[src/rtl/core/led_buzzer_pattern_sequencer_assert.svh]
// Assertion macros for the LED and buzzer pattern sequencer.
`ifndef LED_BUZZER_PATTERN_SEQUENCER_ASSERT_SVH
`define LED_BUZZER_PATTERN_SEQUENCER_ASSERT_SVH
`ifndef ASSERT_OFF
`define LBPS_ASSERT_IMPLY(label, clk, rst_n, ante, cons) \
	label: assert property (@(posedge clk) disable iff (!(rst_n)) (ante) |-> (cons)) \
		else $error("lbps assertion failed");
`define LBPS_ASSERT_NEXT(label, clk, rst_n, ante, cons) \
	label: assert property (@(posedge clk) disable iff (!(rst_n)) (ante) |=> (cons)) \
		else $error("lbps assertion failed");
`else
`define LBPS_ASSERT_IMPLY(label, clk, rst_n, ante, cons)
`define LBPS_ASSERT_NEXT(label, clk, rst_n, ante, cons)
`endif
`endif

[src/rtl/core/lbps_pkg.sv]
// Package: types and constants of the LED and buzzer pattern sequencer.
package lbps_pkg;

	localparam int unsigned PERIOD_W = 16;
	localparam int unsigned COUNT_W  = 6;
	localparam int unsigned DATA_W   = 32;
	localparam int unsigned ADDR_W   = 5;

	localparam logic [PERIOD_W-1:0] ELAPSED_MAX = '1;

	localparam logic [PERIOD_W-1:0] RST_IDENTIFY_PERIOD  = 16'd150;
	localparam logic [COUNT_W-1:0]  RST_IDENTIFY_TOGGLES = 6'd30;
	localparam logic [PERIOD_W-1:0] RST_DISPATCH_PERIOD  = 16'd80;
	localparam logic [COUNT_W-1:0]  RST_DISPATCH_TOGGLES = 6'd8;
	localparam logic [PERIOD_W-1:0] RST_ALARM_PERIOD     = 16'd120;

	typedef enum logic [2:0] {
		REG_IDENTIFY_PERIOD  = 3'd0,
		REG_IDENTIFY_TOGGLES = 3'd1,
		REG_DISPATCH_PERIOD  = 3'd2,
		REG_DISPATCH_TOGGLES = 3'd3,
		REG_ALARM_PERIOD     = 3'd4
	} reg_idx_t;

	typedef enum logic [1:0] {
		ACT_TICK     = 2'd0,
		ACT_HAZARD   = 2'd1,
		ACT_IDENTIFY = 2'd2,
		ACT_DISPATCH = 2'd3
	} action_t;

	typedef enum logic [1:0] {
		PAT_NONE     = 2'd0,
		PAT_IDENTIFY = 2'd1,
		PAT_DISPATCH = 2'd2
	} pattern_t;

	typedef struct packed {
		logic [PERIOD_W-1:0] identify_period;
		logic [COUNT_W-1:0]  identify_toggles;
		logic [PERIOD_W-1:0] dispatch_period;
		logic [COUNT_W-1:0]  dispatch_toggles;
		logic [PERIOD_W-1:0] alarm_period;
	} cfg_t;

	typedef struct packed {
		logic     led;
		logic     buzzer;
		pattern_t pattern;
		logic     hazard;
	} res_t;

endpackage

[src/rtl/core/lbps_cfg.sv]
// Configuration register file with APB-style access.
module lbps_cfg (
	input  logic                         clk,
	input  logic                         arst_n,
	input  logic                         psel,
	input  logic                         penable,
	input  logic                         pwrite,
	input  logic [lbps_pkg::ADDR_W-1:0]  paddr,
	input  logic [lbps_pkg::DATA_W-1:0]  pwdata,
	output logic [lbps_pkg::DATA_W-1:0]  prdata,
	output logic                         pready,
	output lbps_pkg::cfg_t               cfg
);

	lbps_pkg::cfg_t     cfg_q;
	logic               wr_en;
	lbps_pkg::reg_idx_t idx;

	assign pready = 1'b1;
	assign wr_en  = psel && penable && pwrite;
	assign idx    = lbps_pkg::reg_idx_t'(paddr[lbps_pkg::ADDR_W-1:2]);
	assign cfg    = cfg_q;

	always_ff @(posedge clk or negedge arst_n) begin
		if (!arst_n) begin
			cfg_q.identify_period  <= lbps_pkg::RST_IDENTIFY_PERIOD;
			cfg_q.identify_toggles <= lbps_pkg::RST_IDENTIFY_TOGGLES;
			cfg_q.dispatch_period  <= lbps_pkg::RST_DISPATCH_PERIOD;
			cfg_q.dispatch_toggles <= lbps_pkg::RST_DISPATCH_TOGGLES;
			cfg_q.alarm_period     <= lbps_pkg::RST_ALARM_PERIOD;
		end else if (wr_en) begin
			unique case (idx)
				lbps_pkg::REG_IDENTIFY_PERIOD:
					cfg_q.identify_period <= pwdata[lbps_pkg::PERIOD_W-1:0];
				lbps_pkg::REG_IDENTIFY_TOGGLES:
					cfg_q.identify_toggles <= pwdata[lbps_pkg::COUNT_W-1:0];
				lbps_pkg::REG_DISPATCH_PERIOD:
					cfg_q.dispatch_period <= pwdata[lbps_pkg::PERIOD_W-1:0];
				lbps_pkg::REG_DISPATCH_TOGGLES:
					cfg_q.dispatch_toggles <= pwdata[lbps_pkg::COUNT_W-1:0];
				lbps_pkg::REG_ALARM_PERIOD:
					cfg_q.alarm_period <= pwdata[lbps_pkg::PERIOD_W-1:0];
				default: ;
			endcase
		end
	end

	always_comb begin
		prdata = '0;
		unique case (idx)
			lbps_pkg::REG_IDENTIFY_PERIOD:
				prdata[lbps_pkg::PERIOD_W-1:0] = cfg_q.identify_period;
			lbps_pkg::REG_IDENTIFY_TOGGLES:
				prdata[lbps_pkg::COUNT_W-1:0] = cfg_q.identify_toggles;
			lbps_pkg::REG_DISPATCH_PERIOD:
				prdata[lbps_pkg::PERIOD_W-1:0] = cfg_q.dispatch_period;
			lbps_pkg::REG_DISPATCH_TOGGLES:
				prdata[lbps_pkg::COUNT_W-1:0] = cfg_q.dispatch_toggles;
			lbps_pkg::REG_ALARM_PERIOD:
				prdata[lbps_pkg::PERIOD_W-1:0] = cfg_q.alarm_period;
			default: prdata = '0;
		endcase
	end

endmodule

[src/rtl/core/lbps_step.sv]
// Pattern state registers and the per-item update logic.
`include "led_buzzer_pattern_sequencer_assert.svh"
module lbps_step (
	input  logic                clk,
	input  logic                arst_n,
	input  logic                en,
	input  lbps_pkg::action_t   action,
	input  logic                hazard_on,
	input  lbps_pkg::cfg_t      cfg,
	output lbps_pkg::res_t      res_next
);

	typedef struct packed {
		lbps_pkg::pattern_t                 mode;
		logic                               phase;
		logic [lbps_pkg::PERIOD_W-1:0]      elapsed;
		logic [lbps_pkg::COUNT_W-1:0]       toggles;
		logic                               hazard;
		logic                               led;
		logic                               buzzer;
	} st_t;

	st_t                           st_q;
	st_t                           st_d;
	logic [lbps_pkg::PERIOD_W-1:0] elapsed_inc;
	logic [lbps_pkg::COUNT_W-1:0]  toggles_inc;

	assign elapsed_inc = (st_q.elapsed == lbps_pkg::ELAPSED_MAX) ? st_q.elapsed
	                     : st_q.elapsed + 1'b1;
	assign toggles_inc = st_q.toggles + 1'b1;

	always_comb begin
		st_d = st_q;
		unique case (action)
			lbps_pkg::ACT_TICK: begin
				st_d.elapsed = elapsed_inc;
				case (st_q.mode)
					lbps_pkg::PAT_IDENTIFY: begin
						if (elapsed_inc >= cfg.identify_period) begin
							st_d.elapsed = '0;
							st_d.phase   = ~st_q.phase;
							st_d.led     = ~st_q.phase;
							st_d.toggles = toggles_inc;
							if (toggles_inc >= cfg.identify_toggles) begin
								st_d.mode = lbps_pkg::PAT_NONE;
								st_d.led  = 1'b0;
							end
						end
					end
					lbps_pkg::PAT_DISPATCH: begin
						if (elapsed_inc >= cfg.dispatch_period) begin
							st_d.elapsed = '0;
							st_d.phase   = ~st_q.phase;
							st_d.led     = ~st_q.phase;
							st_d.buzzer  = ~st_q.phase;
							st_d.toggles = toggles_inc;
							if (toggles_inc >= cfg.dispatch_toggles) begin
								st_d.mode   = lbps_pkg::PAT_NONE;
								st_d.led    = 1'b0;
								st_d.buzzer = st_q.hazard;
							end
						end
					end
					default: begin
						if (!st_q.hazard) begin
							st_d.buzzer = 1'b0;
						end else if (elapsed_inc >= cfg.alarm_period) begin
							st_d.elapsed = '0;
							st_d.phase   = ~st_q.phase;
							st_d.buzzer  = ~st_q.phase;
						end
					end
				endcase
			end
			lbps_pkg::ACT_HAZARD: begin
				st_d.hazard = hazard_on;
				if (!hazard_on && st_q.mode != lbps_pkg::PAT_IDENTIFY
				    && st_q.mode != lbps_pkg::PAT_DISPATCH) begin
					st_d.buzzer = 1'b0;
				end
			end
			lbps_pkg::ACT_IDENTIFY: begin
				st_d.mode    = lbps_pkg::PAT_IDENTIFY;
				st_d.elapsed = '0;
				st_d.toggles = '0;
				st_d.phase   = 1'b1;
				st_d.led     = 1'b1;
				st_d.buzzer  = 1'b0;
			end
			lbps_pkg::ACT_DISPATCH: begin
				st_d.mode    = lbps_pkg::PAT_DISPATCH;
				st_d.elapsed = '0;
				st_d.toggles = '0;
				st_d.phase   = 1'b1;
				st_d.led     = 1'b1;
				st_d.buzzer  = 1'b1;
			end
			default: st_d = st_q;
		endcase
	end

	always_ff @(posedge clk or negedge arst_n) begin
		if (!arst_n) begin
			st_q <= '0;
		end else if (en) begin
			st_q <= st_d;
		end
	end

	assign res_next.led     = st_d.led;
	assign res_next.buzzer  = st_d.buzzer;
	assign res_next.pattern = st_d.mode;
	assign res_next.hazard  = st_d.hazard;

	// idle with no hazard keeps the buzzer quiet
	`LBPS_ASSERT_IMPLY(a_idle_quiet, clk, arst_n,
		st_q.mode == lbps_pkg::PAT_NONE && !st_q.hazard, !st_q.buzzer)
	`LBPS_ASSERT_NEXT(a_dispatch_start, clk, arst_n,
		en && action == lbps_pkg::ACT_DISPATCH,
		st_q.mode == lbps_pkg::PAT_DISPATCH && st_q.led && st_q.buzzer && st_q.phase)
	`LBPS_ASSERT_NEXT(a_hold_when_idle, clk, arst_n, !en, $stable(st_q))

endmodule

[src/rtl/core/led_buzzer_pattern_sequencer.sv]
// Top level: input register, pattern update and result register.
// An item's result is valid once the item has passed through the input register and the
// pattern update has loaded the result register; a stalled result keeps it in the input register.
// One item per cycle is taken while results are consumed; the single result
// register sets this, and a stalled result stops the input register only once full.
// Reset (arst_n low, asynchronous) clears all pattern state, empties both registers
// and restores the configuration registers to their default values.
`include "led_buzzer_pattern_sequencer_assert.svh"
module led_buzzer_pattern_sequencer (
	input  logic                         clk,
	input  logic                         arst_n,
	input  logic                         psel,
	input  logic                         penable,
	input  logic                         pwrite,
	input  logic [lbps_pkg::ADDR_W-1:0]  paddr,
	input  logic [lbps_pkg::DATA_W-1:0]  pwdata,
	output logic [lbps_pkg::DATA_W-1:0]  prdata,
	output logic                         pready,
	input  logic                         item_valid,
	output logic                         item_ready,
	input  logic [1:0]                   action,
	input  logic                         hazard_on,
	output logic                         result_valid,
	input  logic                         result_ready,
	output logic                         led_level,
	output logic                         buzzer_level,
	output logic [1:0]                   active_pattern,
	output logic                         hazard_active
);

	lbps_pkg::cfg_t    cfg;
	lbps_pkg::res_t    res_next;
	lbps_pkg::res_t    res_q;
	lbps_pkg::action_t action_s1;
	logic              hazard_on_s1;
	logic              valid_s1;
	logic              out_valid_q;
	logic              advance;

	// the update runs when the input register holds an item and the result slot frees
	assign advance    = valid_s1 && (!out_valid_q || result_ready);
	assign item_ready = !valid_s1 || advance;

	lbps_cfg u_cfg (
		.clk     (clk),
		.arst_n  (arst_n),
		.psel    (psel),
		.penable (penable),
		.pwrite  (pwrite),
		.paddr   (paddr),
		.pwdata  (pwdata),
		.prdata  (prdata),
		.pready  (pready),
		.cfg     (cfg)
	);

	lbps_step u_step (
		.clk       (clk),
		.arst_n    (arst_n),
		.en        (advance),
		.action    (action_s1),
		.hazard_on (hazard_on_s1),
		.cfg       (cfg),
		.res_next  (res_next)
	);

	always_ff @(posedge clk or negedge arst_n) begin
		if (!arst_n) begin
			valid_s1 <= 1'b0;
		end else if (item_ready) begin
			valid_s1 <= item_valid;
		end
	end

	always_ff @(posedge clk) begin
		if (item_ready && item_valid) begin
			action_s1    <= lbps_pkg::action_t'(action);
			hazard_on_s1 <= hazard_on;
		end
	end

	always_ff @(posedge clk or negedge arst_n) begin
		if (!arst_n) begin
			out_valid_q <= 1'b0;
		end else if (advance) begin
			out_valid_q <= 1'b1;
		end else if (result_ready) begin
			out_valid_q <= 1'b0;
		end
	end

	always_ff @(posedge clk) begin
		if (advance) begin
			res_q <= res_next;
		end
	end

	assign result_valid   = out_valid_q;
	assign led_level      = res_q.led;
	assign buzzer_level   = res_q.buzzer;
	assign active_pattern = res_q.pattern;
	assign hazard_active  = res_q.hazard;

	`LBPS_ASSERT_NEXT(a_advance_fills, clk, arst_n, advance, out_valid_q)
	`LBPS_ASSERT_IMPLY(a_full_blocks, clk, arst_n,
		valid_s1 && out_valid_q && !result_ready, !item_ready)

endmodule

[config.mk]
export PLATFORM = sky130hd
export DESIGN_NAME = led_buzzer_pattern_sequencer
export DESIGN_NICKNAME = d
export VERILOG_FILES = /design/src/rtl/core/lbps_pkg.sv /design/src/rtl/core/lbps_cfg.sv /design/src/rtl/core/lbps_step.sv /design/src/rtl/core/led_buzzer_pattern_sequencer.sv
export VERILOG_INCLUDE_DIRS = /design/src /design/src/rtl/core
export SDC_FILE = /design/constraint.sdc
export NUM_CORES = 1
export LEC_CHECK = 0
export BUFFER_PORTS_ARGS = -buffer_cell sky130_fd_sc_hd__buf_2
export CORE_MARGIN = 3
export CORE_UTILIZATION = 31
export DETAILED_ROUTE_END_ITERATION = 8
export PLACE_DENSITY = 0.5
export SYNTH_ARGS = -nofsm -noshare
export SYNTH_HDL_FRONTEND = slang
export SYNTH_SLANG_ARGS = --single-unit
[constraint.sdc]
create_clock -name clk -period 7.25 [get_ports clk]
set_clock_uncertainty 0.1 [all_clocks]
set_input_delay 0.3625 -clock clk [delete_from_list [all_inputs] [get_ports clk]]
set_output_delay 0.3625 -clock clk [all_outputs]
set_load 0.02 [all_outputs]
==> flow_metrics.py <==
metrics = {
    "status": {
        "status": "finished clean",
    },
    "power": {
        "p_leak_uw": 0.00353,
        "combPwrFrac_pct": 30.5,
        "seq_power_share_pct": 42.5,
        "pwr-share-clk_pct": 27.0,
        "max-vdd-ir-drop_mv": 0.115,
        "power_switching_share_pct": 35.6,
        "internal_power_uw": 1120,
        "switchingPower_uw": 622,
        "power_density_nw_per_um2": 238,
    },
    "synthesis": {
        "synth_warnings": 0,
        "ys_seq_elements": 98,
        "seq_area_frac_synth_pct": 37.9,
        "synth_cells": 693,
        "synth_top_area_share_pct": 28.3,
        "yosysTopAreaCell": "dfrtp_1",
        "netlist_area_um2": 6620,
        "synth_edf_count": 8,
        "ys_top_cells_by_count": "75 x dfrtp_1, 68 x inv_1, 64 x ha_1",
        "avgSynthCellArea_um2": 9.55,
        "synth_most_common_cell": "dfrtp_1",
        "ys_top_cells_by_area": "dfrtp_1 28%, ha_1 12%, mux2_2 6.5%, dfstp_2 6.0%, inv_1 3.9%",
        "synth.distinct_cells": 74,
        "synthFlopType": "dfrtp_1",
        "async_flop_share_pct": 91.8,
    },
    "placement": {
        "dpl-instance-area_um2": 7050,
        "place_hpwl_mm": 12.3,
        "gp_congestion": 0.776,
        "port-buffer-count": 51,
    },
    "timing": {
        "tns_ns": 0,
        "timing.fmax_mhz": 211,
        "finalSetupViolations": 0,
        "hold_violations": 0,
        "drv_slew": 0,
        "slew_headroom_pct": 33.1,
        "min_period_ns": 4.75,
        "rsz0062_at_grt": "no",
        "tightest_slew_ns": 1.00,
        "fin_crit_sh_pct": 65.5,
    },
    "clock_network": {
        "cts_resized": 0,
        "htree_levels": 3,
        "ctsRootBufferMaster": "clkbuf_16",
        "cts_tree": "yes",
        "clock_latency_ns": 0.36,
        "cts_buffer_depth": 2,
        "numCtsBuffers": 9,
        "path_clk_slew_ns": 0.08,
        "clock_sinks": 98,
    },
    "worst_hold_path": {
        "hold_class": "in -> reg",
        "hp-start": "action[1]",
        "min_path_cells": 1,
        "hold_path_end": "action_s1[1]",
    },
    "floorplan": {
        "coreArea_um2": 20600,
        "io_pins": 87,
        "dieArea_um2": 23100,
        "die_x_um": 152,
        "core.rowCount": 52,
        "initial_utilization_pct": 32.1,
        "die_h_um": 152,
    },
    "setup_path": {
        "cp_max_fo": 13,
        "r2r_start": "u_step.st_q[12]",
        "r2r_cells": 13,
        "path_cells": "and4_1 -> and4_1 -> nand4_2 -> and3_1 -> nor2_1 -> ha_1 -> a211o_1 -> a31oi_1 -> o31ai_1 -> a211oi_4 -> a211oi_4 -> nor3_2 -> a22o_1",
        "required_ns": 7.45,
        "cp_slowest_cell": "nor3_2",
        "cp-end-kind": "flip-flop",
        "ff2ff_setup_slack_ns": 2.50,
        "r2r-end": "u_step.st_q[9]",
        "crit_buf_inv": 0,
        "crit_type": "reg -> reg",
        "arrival_ns": 4.94,
        "cpLargestDelayFamily": "simple AND/OR/NAND/NOR gates",
        "slowest_delay_ns": 0.77,
        "crit_path_start_kind": "flip-flop",
    },
    "route": {
        "wl_mm": 16.2,
        "vias_per_cell": 4.94,
        "wl_per_cell_um": 16.0,
        "first_pass_iters": 5,
        "vias": 4972,
        "drtAntennaViolNets": 0,
        "drtIter0Drc": 266,
        "drc": 0,
    },
    "grt": {
        "grt_pass1_vias": 4985,
        "grtUsageTotal_pct": 14.4,
        "grt_max_degree": 48,
        "grt_pass1_wl_mm": 27.1,
        "grt-ovfl-total": 0,
        "antenna_found_initial": 0,
    },
    "cells_and_area": {
        "drive_gt1_share_pct": 19.3,
        "multi_input_area_um2": 3660,
        "fin_nets": 843,
        "fin_util_pct": 35.6,
        "syn_to_final_growth_pct": 10.9,
        "regArea_um2": 2510,
        "diodes": 0,
        "fillCellCount": 2113,
        "final_area_um2": 7340,
    },
    "flow_run": {
        "cap_violations": 0,
    },
}
==> worst register-to-register path: stages (launching register included) <==
cell and delay [ns]:
dfrtp_1 0.49, and4_1 0.28, and4_1 0.29, nand4_2 0.24, and3_1 0.30, nor2_1 0.31, ha_1 0.32, a211o_1 0.29
a31oi_1 0.14, o31ai_1 0.15, a211oi_4 0.58, a211oi_4 0.18, nor3_2 0.77, a22o_1 0.26
==> sequential cells by signal, summed over array words and instances, names as in the netlist <==
signal,flops
u_cfg.cfg,60
u_step.st_q,28
action_s1,2
active_pattern,2
buzzer_level,1
hazard_active,1
hazard_on_s1,1
led_level,1
result_valid,1
valid_s1,1
==> metrics by stage <==
stage | setup slack (ns) | power [uW] | std cells | hold WS, ns
after detailed placement | 2.39 | 1290 | 990 | 0.337
after CTS | 2.37 | 1780 | 1007 | 0.0501
final | 2.50 | 1750 | 1007 | 0.0676
after global routing | 2.02 | 1880 | 1007 | 0.0547
after floorplan | 3.49 | 1150 | 708 | -0.0331
after global placement | 2.38 | 1290 | 990 | 0.337
==> what timing repair did <==
item                      4_1_cts  5_1_grt
hold endpoints to repair       44        0
buffers inserted                0        0
hold buffers                    1        0
==> worst max-delay path by stage <==
stage | start | end | slack, ns | cells after the start
after floorplan | u_step.st_q[12] | u_step.st_q[18] | 3.49 | 14
after global placement | u_step.st_q[12] | u_step.st_q[9] | 2.38 | 13
after detailed placement | u_step.st_q[12] | u_step.st_q[12] | 2.39 | 13
after CTS | u_step.st_q[12] | u_step.st_q[9] | 2.37 | 13
after global routing | u_step.st_q[12] | u_step.st_q[9] | 2.02 | 13
final | u_step.st_q[12] | u_step.st_q[9] | 2.50 | 13
==> cells by family after synthesis <==
logic type	after synthesis	share of synthesized area, %
simple gates	186	13.7
flops	98	37.9
fa+ha+maj	64	12.1
compound gates	169	18.3
buf+inv	110	7.69
other cells	2	0.113
mux	52	8.58
xor+xnor	12	1.59
==> power groups by stage <==
stage | clock network, uW | registers, uW | logic (uW)
6_report | 472 | 742 | 532
5_1_grt | 507 | 758 | 614
4_1_cts | 491 | 743 | 542
3_5_place_dp | 0 | 752 | 537
3_3_place_gp | 0 | 752 | 536
2_1_floorplan | 0 | 728 | 424
==> cells in the final DEF (no fill, tap or decap), drive strengths merged, types with 5 or more instances in the layout <==
cell     Yosys  final
dfrtp       75     75
edfxtp       8      8
xnor2        9      9
mux2        38     38
mux2i       14     14
nand2       61     61
o22ai        7      7
nor3         9      9
a21oi       32     32
nor2b        8      8
and3         8      8
nand3       10     10
a211o        5      5
inv         68     71
nand2b      12     12
clkbuf      20      9
conb         2     17
ha          64     64
a21o         6      6
buf         22     54
nand4       11     11
a22oi       11     11
nor2        48     48
a22o        17     17
dfstp       15     15
a2111oi      7      7
a211oi       6      6
o21ai       44     44
o21a         6      6
==> area by class of cell <==
cell class                      instances  area share (%)
Timing Repair Buffer                   55            3.95
Multi-Input combinational cell        500            49.9
Inverter                               68            3.48
Clock inverter                          7           0.818
Clock buffer                            9            3.07
Sequential cell                        98            34.2
Tap cell                              270            4.60
==> per-layer routing <==
layer | routed length (um) | vias up | GRT usage, % | share of wire, %
met5 | 0 | - | 0 | 0
met3 | 616 | 16 | 3.15 | 3.8
met4 | 228 | 0 | 3.30 | 1.4
li1 | - | 2524 | - | -
met2 | 7440 | 85 | 23.0 | 46
met1 | 7870 | 2347 | 20.1 | 49
Power figures use the tool's default switching activity.
